===== config.mk =====
export PLATFORM = sky130hd
export DESIGN_NAME = i2c_master_bit_engine
export DESIGN_NICKNAME = d
export VERILOG_FILES = /design/src/rtl/core/i2cmbe_pkg.sv /design/src/rtl/core/i2c_master_bit_engine.sv
export SDC_FILE = /design/constraint.sdc
export NUM_CORES = 1
export LEC_CHECK = 0
export BUFFER_PORTS_ARGS = -buffer_cell sky130_fd_sc_hd__buf_2
export CAP_MARGIN = 20
export CORE_ASPECT_RATIO = 0.75
export CORE_UTILIZATION = 55
export DETAILED_ROUTE_END_ITERATION = 12
export PLACE_DENSITY = 0.75
export SLEW_MARGIN = 20
export SYNTH_ARGS = -nofsm -noshare
export SYNTH_HDL_FRONTEND = slang
export SYNTH_SLANG_ARGS = --single-unit

===== constraint.sdc =====
create_clock -name clk -period 8.6 [get_ports clk]
set_input_delay 1.29 -clock clk [delete_from_list [all_inputs] [get_ports clk]]
set_output_delay 1.29 -clock clk [all_outputs]
set_load 0.01 [all_outputs]

===== src/rtl/core/i2cmbe_pkg.sv =====
// ----------------------------------------------------------------------------
// I2C master bit engine package
// Command codes, configuration indexes and reset values, hold lengths and result bit positions.
// ----------------------------------------------------------------------------
package i2cmbe_pkg;

  localparam logic [2:0] CMD_START    = 3'd0;
  localparam logic [2:0] CMD_STOP     = 3'd1;
  localparam logic [2:0] CMD_WRITE    = 3'd2;
  localparam logic [2:0] CMD_READ     = 3'd3;
  localparam logic [2:0] CMD_WAIT_ACK = 3'd4;

  localparam logic CFG_TICKS_PER_US   = 1'b0;
  localparam logic CFG_ACK_POLL_LIMIT = 1'b1;

  localparam logic [7:0] TICKS_PER_US_RST   = 8'd1;
  localparam logic [7:0] ACK_POLL_LIMIT_RST = 8'd250;

  localparam logic [2:0] HOLD_4U = 3'd4;
  localparam logic [2:0] HOLD_2U = 3'd2;
  localparam logic [2:0] HOLD_1U = 3'd1;
  localparam logic [3:0] BITS_PER_BYTE = 4'd8;

  // Result word layout.
  localparam int OUT_SCL_BIT   = 0;
  localparam int OUT_SDA_BIT   = 1;
  localparam int OUT_DRV_BIT   = 2;
  localparam int OUT_BUSY_BIT  = 3;
  localparam int OUT_DONE_BIT  = 4;
  localparam int OUT_RX_LSB    = 5;
  localparam int OUT_ACK_BIT   = 13;

endpackage


===== src/rtl/core/i2c_master_bit_engine.sv =====
// ----------------------------------------------------------------------------
// I2C master bit engine
// Tick driven pin sequencer for start, stop, byte write, byte read and ack wait.
// ----------------------------------------------------------------------------
//  Channel  Direction  Contents
//  in_      slave      tdata: tx_byte, send_ack, sda_in; tuser: cmd_valid, mode
//  out_     master     tdata: scl, sda, drive, busy, done, rx_byte, ack_ok
//  cfg_     write      index 0 ticks_per_us, index 1 ack_poll_limit
//
//  One tick transfer is taken per cycle while the output is not stalled; its result appears in the cycle after.
//  The sequencer step, the hold counters and the pins advance once per transfer.
//  The result register frees in the cycle it is taken, so a stalled output
//  only holds the input side while the result waits.
//  Reset puts the pins at bus idle (SCL, SDA high, driven) and the engine idle.
// ----------------------------------------------------------------------------
module i2c_master_bit_engine (
  input  logic        clk,
  input  logic        rst_n,
  input  logic        in_tvalid,
  output logic        in_tready,
  input  logic [15:0] in_tdata,   // tx_byte[7:0], send_ack[8], sda_in[9]
  input  logic [3:0]  in_tuser,   // cmd_valid[0], mode[3:1]
  output logic        out_tvalid,
  input  logic        out_tready,
  output logic [15:0] out_tdata,  // scl, sda, sda_drive, busy, done, rx_byte[7:0], ack_ok
  input  logic        cfg_we,
  input  logic        cfg_addr,
  input  logic [7:0]  cfg_wdata
);

  typedef enum logic [4:0] {
    ST_IDLE, ST_S0, ST_S1, ST_S2, ST_P0, ST_P1, ST_P2, ST_W0, ST_W1, ST_W2,
    ST_WD, ST_R0, ST_R1, ST_A0, ST_A1, ST_A2, ST_K0, ST_K1, ST_K2, ST_K3
  } step_t;

  typedef struct packed {
    step_t       step;
    logic [3:0]  bit_cnt;
    logic [7:0]  shift;
    logic [2:0]  hold;
    logic [7:0]  presc;
    logic [7:0]  poll;
    logic        ack_choice;
    logic        scl;
    logic        sda;
    logic        sda_oe;
    logic        ack_flag;
    logic [7:0]  rx_hold;
  } seq_t;

  function automatic seq_t enter_fn(input seq_t s, input step_t st);
    seq_t r;
    r       = s;
    r.step  = st;
    r.presc = '0;
    r.hold  = '0;
    unique case (st)
      ST_S0: begin r.sda_oe = 1'b1; r.sda = 1'b1; r.scl = 1'b1; r.hold = i2cmbe_pkg::HOLD_4U; end
      ST_S1: begin r.sda = 1'b0; r.hold = i2cmbe_pkg::HOLD_4U; end
      ST_S2: r.scl = 1'b0;
      ST_P0: begin r.sda_oe = 1'b1; r.scl = 1'b0; r.sda = 1'b0; r.hold = i2cmbe_pkg::HOLD_4U; end
      ST_P1: begin r.scl = 1'b1; r.sda = 1'b1; r.hold = i2cmbe_pkg::HOLD_4U; end
      ST_W0: begin
        r.sda_oe = 1'b1; r.scl = 1'b0; r.sda = s.shift[7]; r.hold = i2cmbe_pkg::HOLD_2U;
      end
      ST_W1: begin r.scl = 1'b1; r.hold = i2cmbe_pkg::HOLD_2U; end
      ST_W2: begin r.scl = 1'b0; r.hold = i2cmbe_pkg::HOLD_2U; end
      ST_R0: begin r.sda_oe = 1'b0; r.scl = 1'b0; r.hold = i2cmbe_pkg::HOLD_2U; end
      ST_R1: begin r.scl = 1'b1; r.hold = i2cmbe_pkg::HOLD_1U; end
      ST_A0: begin
        r.scl = 1'b0; r.sda_oe = 1'b1; r.sda = ~s.ack_choice; r.hold = i2cmbe_pkg::HOLD_2U;
      end
      ST_A1: begin r.scl = 1'b1; r.hold = i2cmbe_pkg::HOLD_2U; end
      ST_A2: begin r.scl = 1'b0; r.rx_hold = s.shift; end
      ST_K0: begin r.sda_oe = 1'b0; r.sda = 1'b1; r.hold = i2cmbe_pkg::HOLD_1U; end
      ST_K1: begin r.scl = 1'b1; r.hold = i2cmbe_pkg::HOLD_1U; end
      ST_K2: r.poll = '0;
      ST_K3: begin r.scl = 1'b0; r.ack_flag = 1'b1; end
      default: ;
    endcase
    return r;
  endfunction

  function automatic seq_t next_fn(input seq_t s);
    seq_t r;
    r = s;
    unique case (s.step)
      ST_S0: r = enter_fn(s, ST_S1);
      ST_S1: r = enter_fn(s, ST_S2);
      ST_P0: r = enter_fn(s, ST_P1);
      ST_P1: r = enter_fn(s, ST_P2);
      ST_W0: r = enter_fn(s, ST_W1);
      ST_W1: r = enter_fn(s, ST_W2);
      ST_W2: begin
        r.bit_cnt = s.bit_cnt + 4'd1;
        r.shift   = {s.shift[6:0], 1'b0};
        r = enter_fn(r, (r.bit_cnt >= i2cmbe_pkg::BITS_PER_BYTE) ? ST_WD : ST_W0);
      end
      ST_R0: r = enter_fn(s, ST_R1);
      ST_R1: begin
        r.bit_cnt = s.bit_cnt + 4'd1;
        r = enter_fn(r, (r.bit_cnt >= i2cmbe_pkg::BITS_PER_BYTE) ? ST_A0 : ST_R0);
      end
      ST_A0: r = enter_fn(s, ST_A1);
      ST_A1: r = enter_fn(s, ST_A2);
      ST_K0: r = enter_fn(s, ST_K1);
      ST_K1: r = enter_fn(s, ST_K2);
      default: r.step = ST_IDLE;
    endcase
    return r;
  endfunction

  seq_t        seq_r, seq_nxt, seq_cur;
  logic [7:0]  tpu_r, tpu_nxt;
  logic [7:0]  limit_r, limit_nxt;
  logic        out_valid_r, out_valid_nxt;
  logic [15:0] out_data_r, out_data_nxt;

  logic        cmd_valid, send_ack, sda_in;
  logic [2:0]  mode;
  logic [7:0]  tx_byte;
  logic        in_xfer;
  logic        busy, done;
  logic [7:0]  rate;
  logic [8:0]  presc_inc;
  step_t       first_step;

  assign cmd_valid = in_tuser[0];
  assign mode      = in_tuser[3:1];
  assign tx_byte   = in_tdata[7:0];
  assign send_ack  = in_tdata[8];
  assign sda_in    = in_tdata[9];

  assign in_tready = ~out_valid_r | out_tready;
  assign in_xfer   = in_tvalid & in_tready;
  assign rate      = (tpu_r == 8'd0) ? 8'd1 : tpu_r;

  always_comb begin
    case (mode)
      i2cmbe_pkg::CMD_START: first_step = ST_S0;
      i2cmbe_pkg::CMD_STOP:  first_step = ST_P0;
      i2cmbe_pkg::CMD_WRITE: first_step = ST_W0;
      i2cmbe_pkg::CMD_READ:  first_step = ST_R0;
      default:               first_step = ST_K0;
    endcase
  end

  always_comb begin
    seq_cur = seq_r;
    if (seq_r.step == ST_IDLE && cmd_valid && mode <= i2cmbe_pkg::CMD_WAIT_ACK) begin
      seq_cur.bit_cnt    = '0;
      seq_cur.poll       = '0;
      seq_cur.ack_choice = send_ack;
      seq_cur.shift      = (mode == i2cmbe_pkg::CMD_WRITE) ? tx_byte : 8'd0;
      seq_cur = enter_fn(seq_cur, first_step);
    end

    busy = (seq_cur.step != ST_IDLE);
    case (seq_cur.step) inside
      ST_S2, ST_P2, ST_WD, ST_A2, ST_K3: done = 1'b1;
      default:                           done = 1'b0;
    endcase

    presc_inc = {1'b0, seq_cur.presc} + 9'd1;
    seq_nxt   = seq_cur;
    if (done) begin
      seq_nxt.step = ST_IDLE;
    end else if (seq_cur.step == ST_K2) begin
      if (!sda_in) begin
        seq_nxt = enter_fn(seq_cur, ST_K3);
      end else if (seq_cur.poll >= limit_r) begin
        seq_nxt.ack_flag = 1'b0;
        seq_nxt = enter_fn(seq_nxt, ST_P0);
      end else begin
        seq_nxt.poll = seq_cur.poll + 8'd1;
      end
    end else if (seq_cur.step != ST_IDLE) begin
      if (seq_cur.step == ST_R1 && seq_cur.presc == 8'd0 && seq_cur.hold == 3'd1) begin
        seq_nxt.shift = {seq_cur.shift[6:0], sda_in};
      end
      if (seq_cur.hold == 3'd0) begin
        seq_nxt = next_fn(seq_nxt);
      end else if (presc_inc >= {1'b0, rate}) begin
        seq_nxt.presc = '0;
        seq_nxt.hold  = seq_cur.hold - 3'd1;
        if (seq_nxt.hold == 3'd0) begin
          seq_nxt = next_fn(seq_nxt);
        end
      end else begin
        seq_nxt.presc = presc_inc[7:0];
      end
    end

    out_data_nxt = {2'b00, seq_cur.ack_flag, seq_cur.rx_hold, done, busy,
                    seq_cur.sda_oe, seq_cur.sda, seq_cur.scl};
  end

  always_comb begin
    tpu_nxt   = tpu_r;
    limit_nxt = limit_r;
    if (cfg_we) begin
      unique case (cfg_addr)
        i2cmbe_pkg::CFG_TICKS_PER_US:   tpu_nxt   = cfg_wdata;
        i2cmbe_pkg::CFG_ACK_POLL_LIMIT: limit_nxt = cfg_wdata;
        default: ;
      endcase
    end
    if (in_xfer) begin
      out_valid_nxt = 1'b1;
    end else if (out_tready) begin
      out_valid_nxt = 1'b0;
    end else begin
      out_valid_nxt = out_valid_r;
    end
  end

  always_ff @(posedge clk) begin
    if (!rst_n) begin
      seq_r.step       <= ST_IDLE;
      seq_r.bit_cnt    <= '0;
      seq_r.shift      <= '0;
      seq_r.hold       <= '0;
      seq_r.presc      <= '0;
      seq_r.poll       <= '0;
      seq_r.ack_choice <= 1'b0;
      seq_r.scl        <= 1'b1;
      seq_r.sda        <= 1'b1;
      seq_r.sda_oe     <= 1'b1;
      seq_r.ack_flag   <= 1'b0;
      seq_r.rx_hold    <= '0;
      tpu_r            <= i2cmbe_pkg::TICKS_PER_US_RST;
      limit_r          <= i2cmbe_pkg::ACK_POLL_LIMIT_RST;
      out_valid_r      <= 1'b0;
    end else begin
      tpu_r       <= tpu_nxt;
      limit_r     <= limit_nxt;
      out_valid_r <= out_valid_nxt;
      if (in_xfer) begin
        seq_r <= seq_nxt;
      end
    end
    if (in_xfer) begin
      out_data_r <= out_data_nxt;
    end
  end

  assign out_tvalid = out_valid_r;
  assign out_tdata  = out_data_r;

endmodule


==> out/qor.yml <==
place:
  place_inst: 844
  io_buffers: 43
  place_ws_ns: 2.67
  gp_congestion: 0.999
  dp_hpwl_mm: 12.0
  dpl_cell_area_sq_um: 5770
clocking:
  ctsResizeCount: 0
  cts_hold_buffers: 0
  cts_tree: "built"
  clkLatencyLatePin_ns: 0.35
  cts_sinks: 80
  root_buffer: "clkbuf_16"
  path_clk_slew_ns: 0.07
  post-cts-setup-buffers: 0
  cts_buffers: 9
  clk_path_buf_depth: 2
  cts_htree_levels: 3
pwr:
  ir_worst_vdd_uv: 106
  leakage_nw: 2.45
  p_per_area_nw_per_um2: 201
drt:
  route.antenna.remaining_nets: 0
  via_count: 5681
  vias_per_cell: 6.60
  wl_per_cell_um: 19.9
  routed_wl_mm: 17.1
  drt_iter0_markers: 636
  dr.pass1.iters: 5
  drc: 0
setup_path:
  path_delay_family: "simple AND/OR/NAND/NOR gates"
  path_buf_inv: 2
  critPathMaxFanout: 28
  arrival_ns: 6.08
  path_cells: "buf_2 > nor4b_4 > nand3_4 > nand2_1 > inv_1 > ha_1 > nand3_1 > xor2_1 > nor2_1 > ha_1 > a21o_1 > a211o_1 > a41oi_1 > o21ai_2 > a31o_1 > nand2_1 > nor2_1 > a22o_1"
  worstSetupPathType: "in2reg"
  crit_required_ns: 8.89
  reg2reg_depth: 17
  crit_cells: 18
  end_kind: "flop"
  slowest_delay_ns: 0.68
  cp_slowest_cell: "nor2_1"
  startpoint_type: "input pin"
finish:
  n_fill_cell: 894
  fin_nets: 781
  stdcell_count: 861
  finalInstanceArea_sq_um: 6080
  final_core_util_pct: 62.5
  multi_input_area_sq_um: 3480
  antennaDiodeCount: 0
  seqCellArea_sq_um: 1740
  area_growth_pct: 9.56
  drive_gt1_share_pct: 12.8
synthesis:
  synth_cells: 712
  ys_types: 86
  synth_area_leaders: "dfxtp_1 (24%), edfxtp_1 (7.6%), nand2_1 (7.0%)"
  synth-seq-area-share_pct: 31.4
  ys_async_sr_fraction_pct: 0
  synth_top_area_share_pct: 23.8
  synth_ff_type: "dfxtp_1"
  synth-edff-count: 14
  synth_top_cell_by_area: "dfxtp_1"
  yosysMostFrequentCell: "nand2_1"
  synthTopCellsByCount: "nand2_1 (104), a21oi_1 (69), dfxtp_1 (66)"
  mappedNetlistArea_sq_um: 5550
  ys_seq_elements: 80
  syn_avg_cell_area_sq_um: 7.80
  ys_warn_count: 0
timing:
  fin_ws_ns: 2.81
  setup_violations: 0
  maxClockFrequency_mhz: 173
  fin_skew_ns: 0.00427
  finalWorstPathRequiredPeriod_ns: 5.79
  max_slew_margin_pct: 34.7
  worst_pin_slew_ns: 0.979
  finalMaxSlewViolations: 0
  finalHoldViolCount: 0
  post-route-period-util_pct: 67.3
  setup_tns_ns: 0
  rsz0062_at_grt: "false"
floorplanning:
  die_y_um: 89.0
  io_pins: 52
  floorplan.rows: 31
  die_w_um: 118
  die_area_sq_um: 10500
  coreArea_sq_um: 9740
  initial_core_util_pct: 57.0
flow_run:
  cap_violations: 0
grt:
  grt_first_pass_wirelength_mm: 27.4
  grt_antenna_before_repair: 0
  grt_remaining_overflow: 0
  grt_max_degree: 36
  grt_pass1_vias: 5118
  grt_use_total_pct: 33.5
run_status:
  run_status: "complete, no violations"
worst_hold_path:
  hold_depth: 0
  hp-class: "reg2reg"
cells by family after synthesis:
logic type / share of synthesized area (%)
compound gates: 30.1
xor+xnor: 2.19
fa+ha+maj: 5.18
buf+inv: 6.04
flops: 31.4
mux: 1.83
other cells: 0.0675
simple gates: 23.2
flip-flops by register name, summed over array words and instances (netlist names):
signal	count
seq_r	49
out_tvalid	1
out_tdata	14
limit_r	8
tpu_r	8
per-stage QoR:
stage	power [mW]	hold WS (ns)
floorplan	0.701	0.432
global placement	0.791	0.420
detailed placement	0.797	0.419
CTS	1.20	0.440
global route	1.27	0.453
finish	1.22	0.442
final cells by class:
class	instances	area share [%]
Clock inverter	7	1.38
Timing Repair Buffer	52	4.65
Clock buffer	9	3.70
Sequential cell	80	28.6
Inverter	28	1.73
Multi-Input combinational cell	553	57.2
Tap cell	132	2.72
final timing paths:
kind	to	startpoint	slack, ns
setup / recovery	seq_r[5]	in_tuser[0]	2.81
hold / removal	out_tdata[8]	seq_r[3]	0.44
setup reg to reg	seq_r[5]	seq_r[46]	3.34
hold reg to reg	out_tdata[8]	seq_r[3]	0.44
where the power goes:
part / switching [mW] / internal [mW]
sequential: 0.0176 / 0.402
combinational: 0.265 / 0.124
clock: 0.181 / 0.231
total: 0.463 / 0.758
per-layer routing:
layer	vias up	GRT usage, %	routed length [um]
met5	-	0	0
li1	2649	-	-
met1	2698	47.0	7860
met3	41	9.25	1750
met2	293	50.3	7180
met4	0	9.91	348
worst reg2reg max path: stages (launching register included):
cell and delay, ns:
dfxtp_1 0.42, nor4b_4 0.63, nand3_4 0.45, nand2_1 0.22, inv_1 0.08, ha_1 0.25
nand3_1 0.11, xor2_1 0.15, nor2_1 0.09, ha_1 0.32, a21o_1 0.12, a211o_1 0.12
a41oi_1 0.05, o21ai_2 0.38, a31o_1 0.56, nand2_1 0.36, nor2_1 0.68, a22o_1 0.23
cells in the final DEF, fill, tap and decap left out, types with 18 or more instances in the layout:
cell	n
nand2_1	104
nor2_1	50
a21oi_1	69
buf_2	43
nand3_1	27
o21ai_0	33
ha_1	23
nor3_1	18
inv_1	25
dfxtp_1	66
Note: power is estimated with default switching activity, not from simulation.
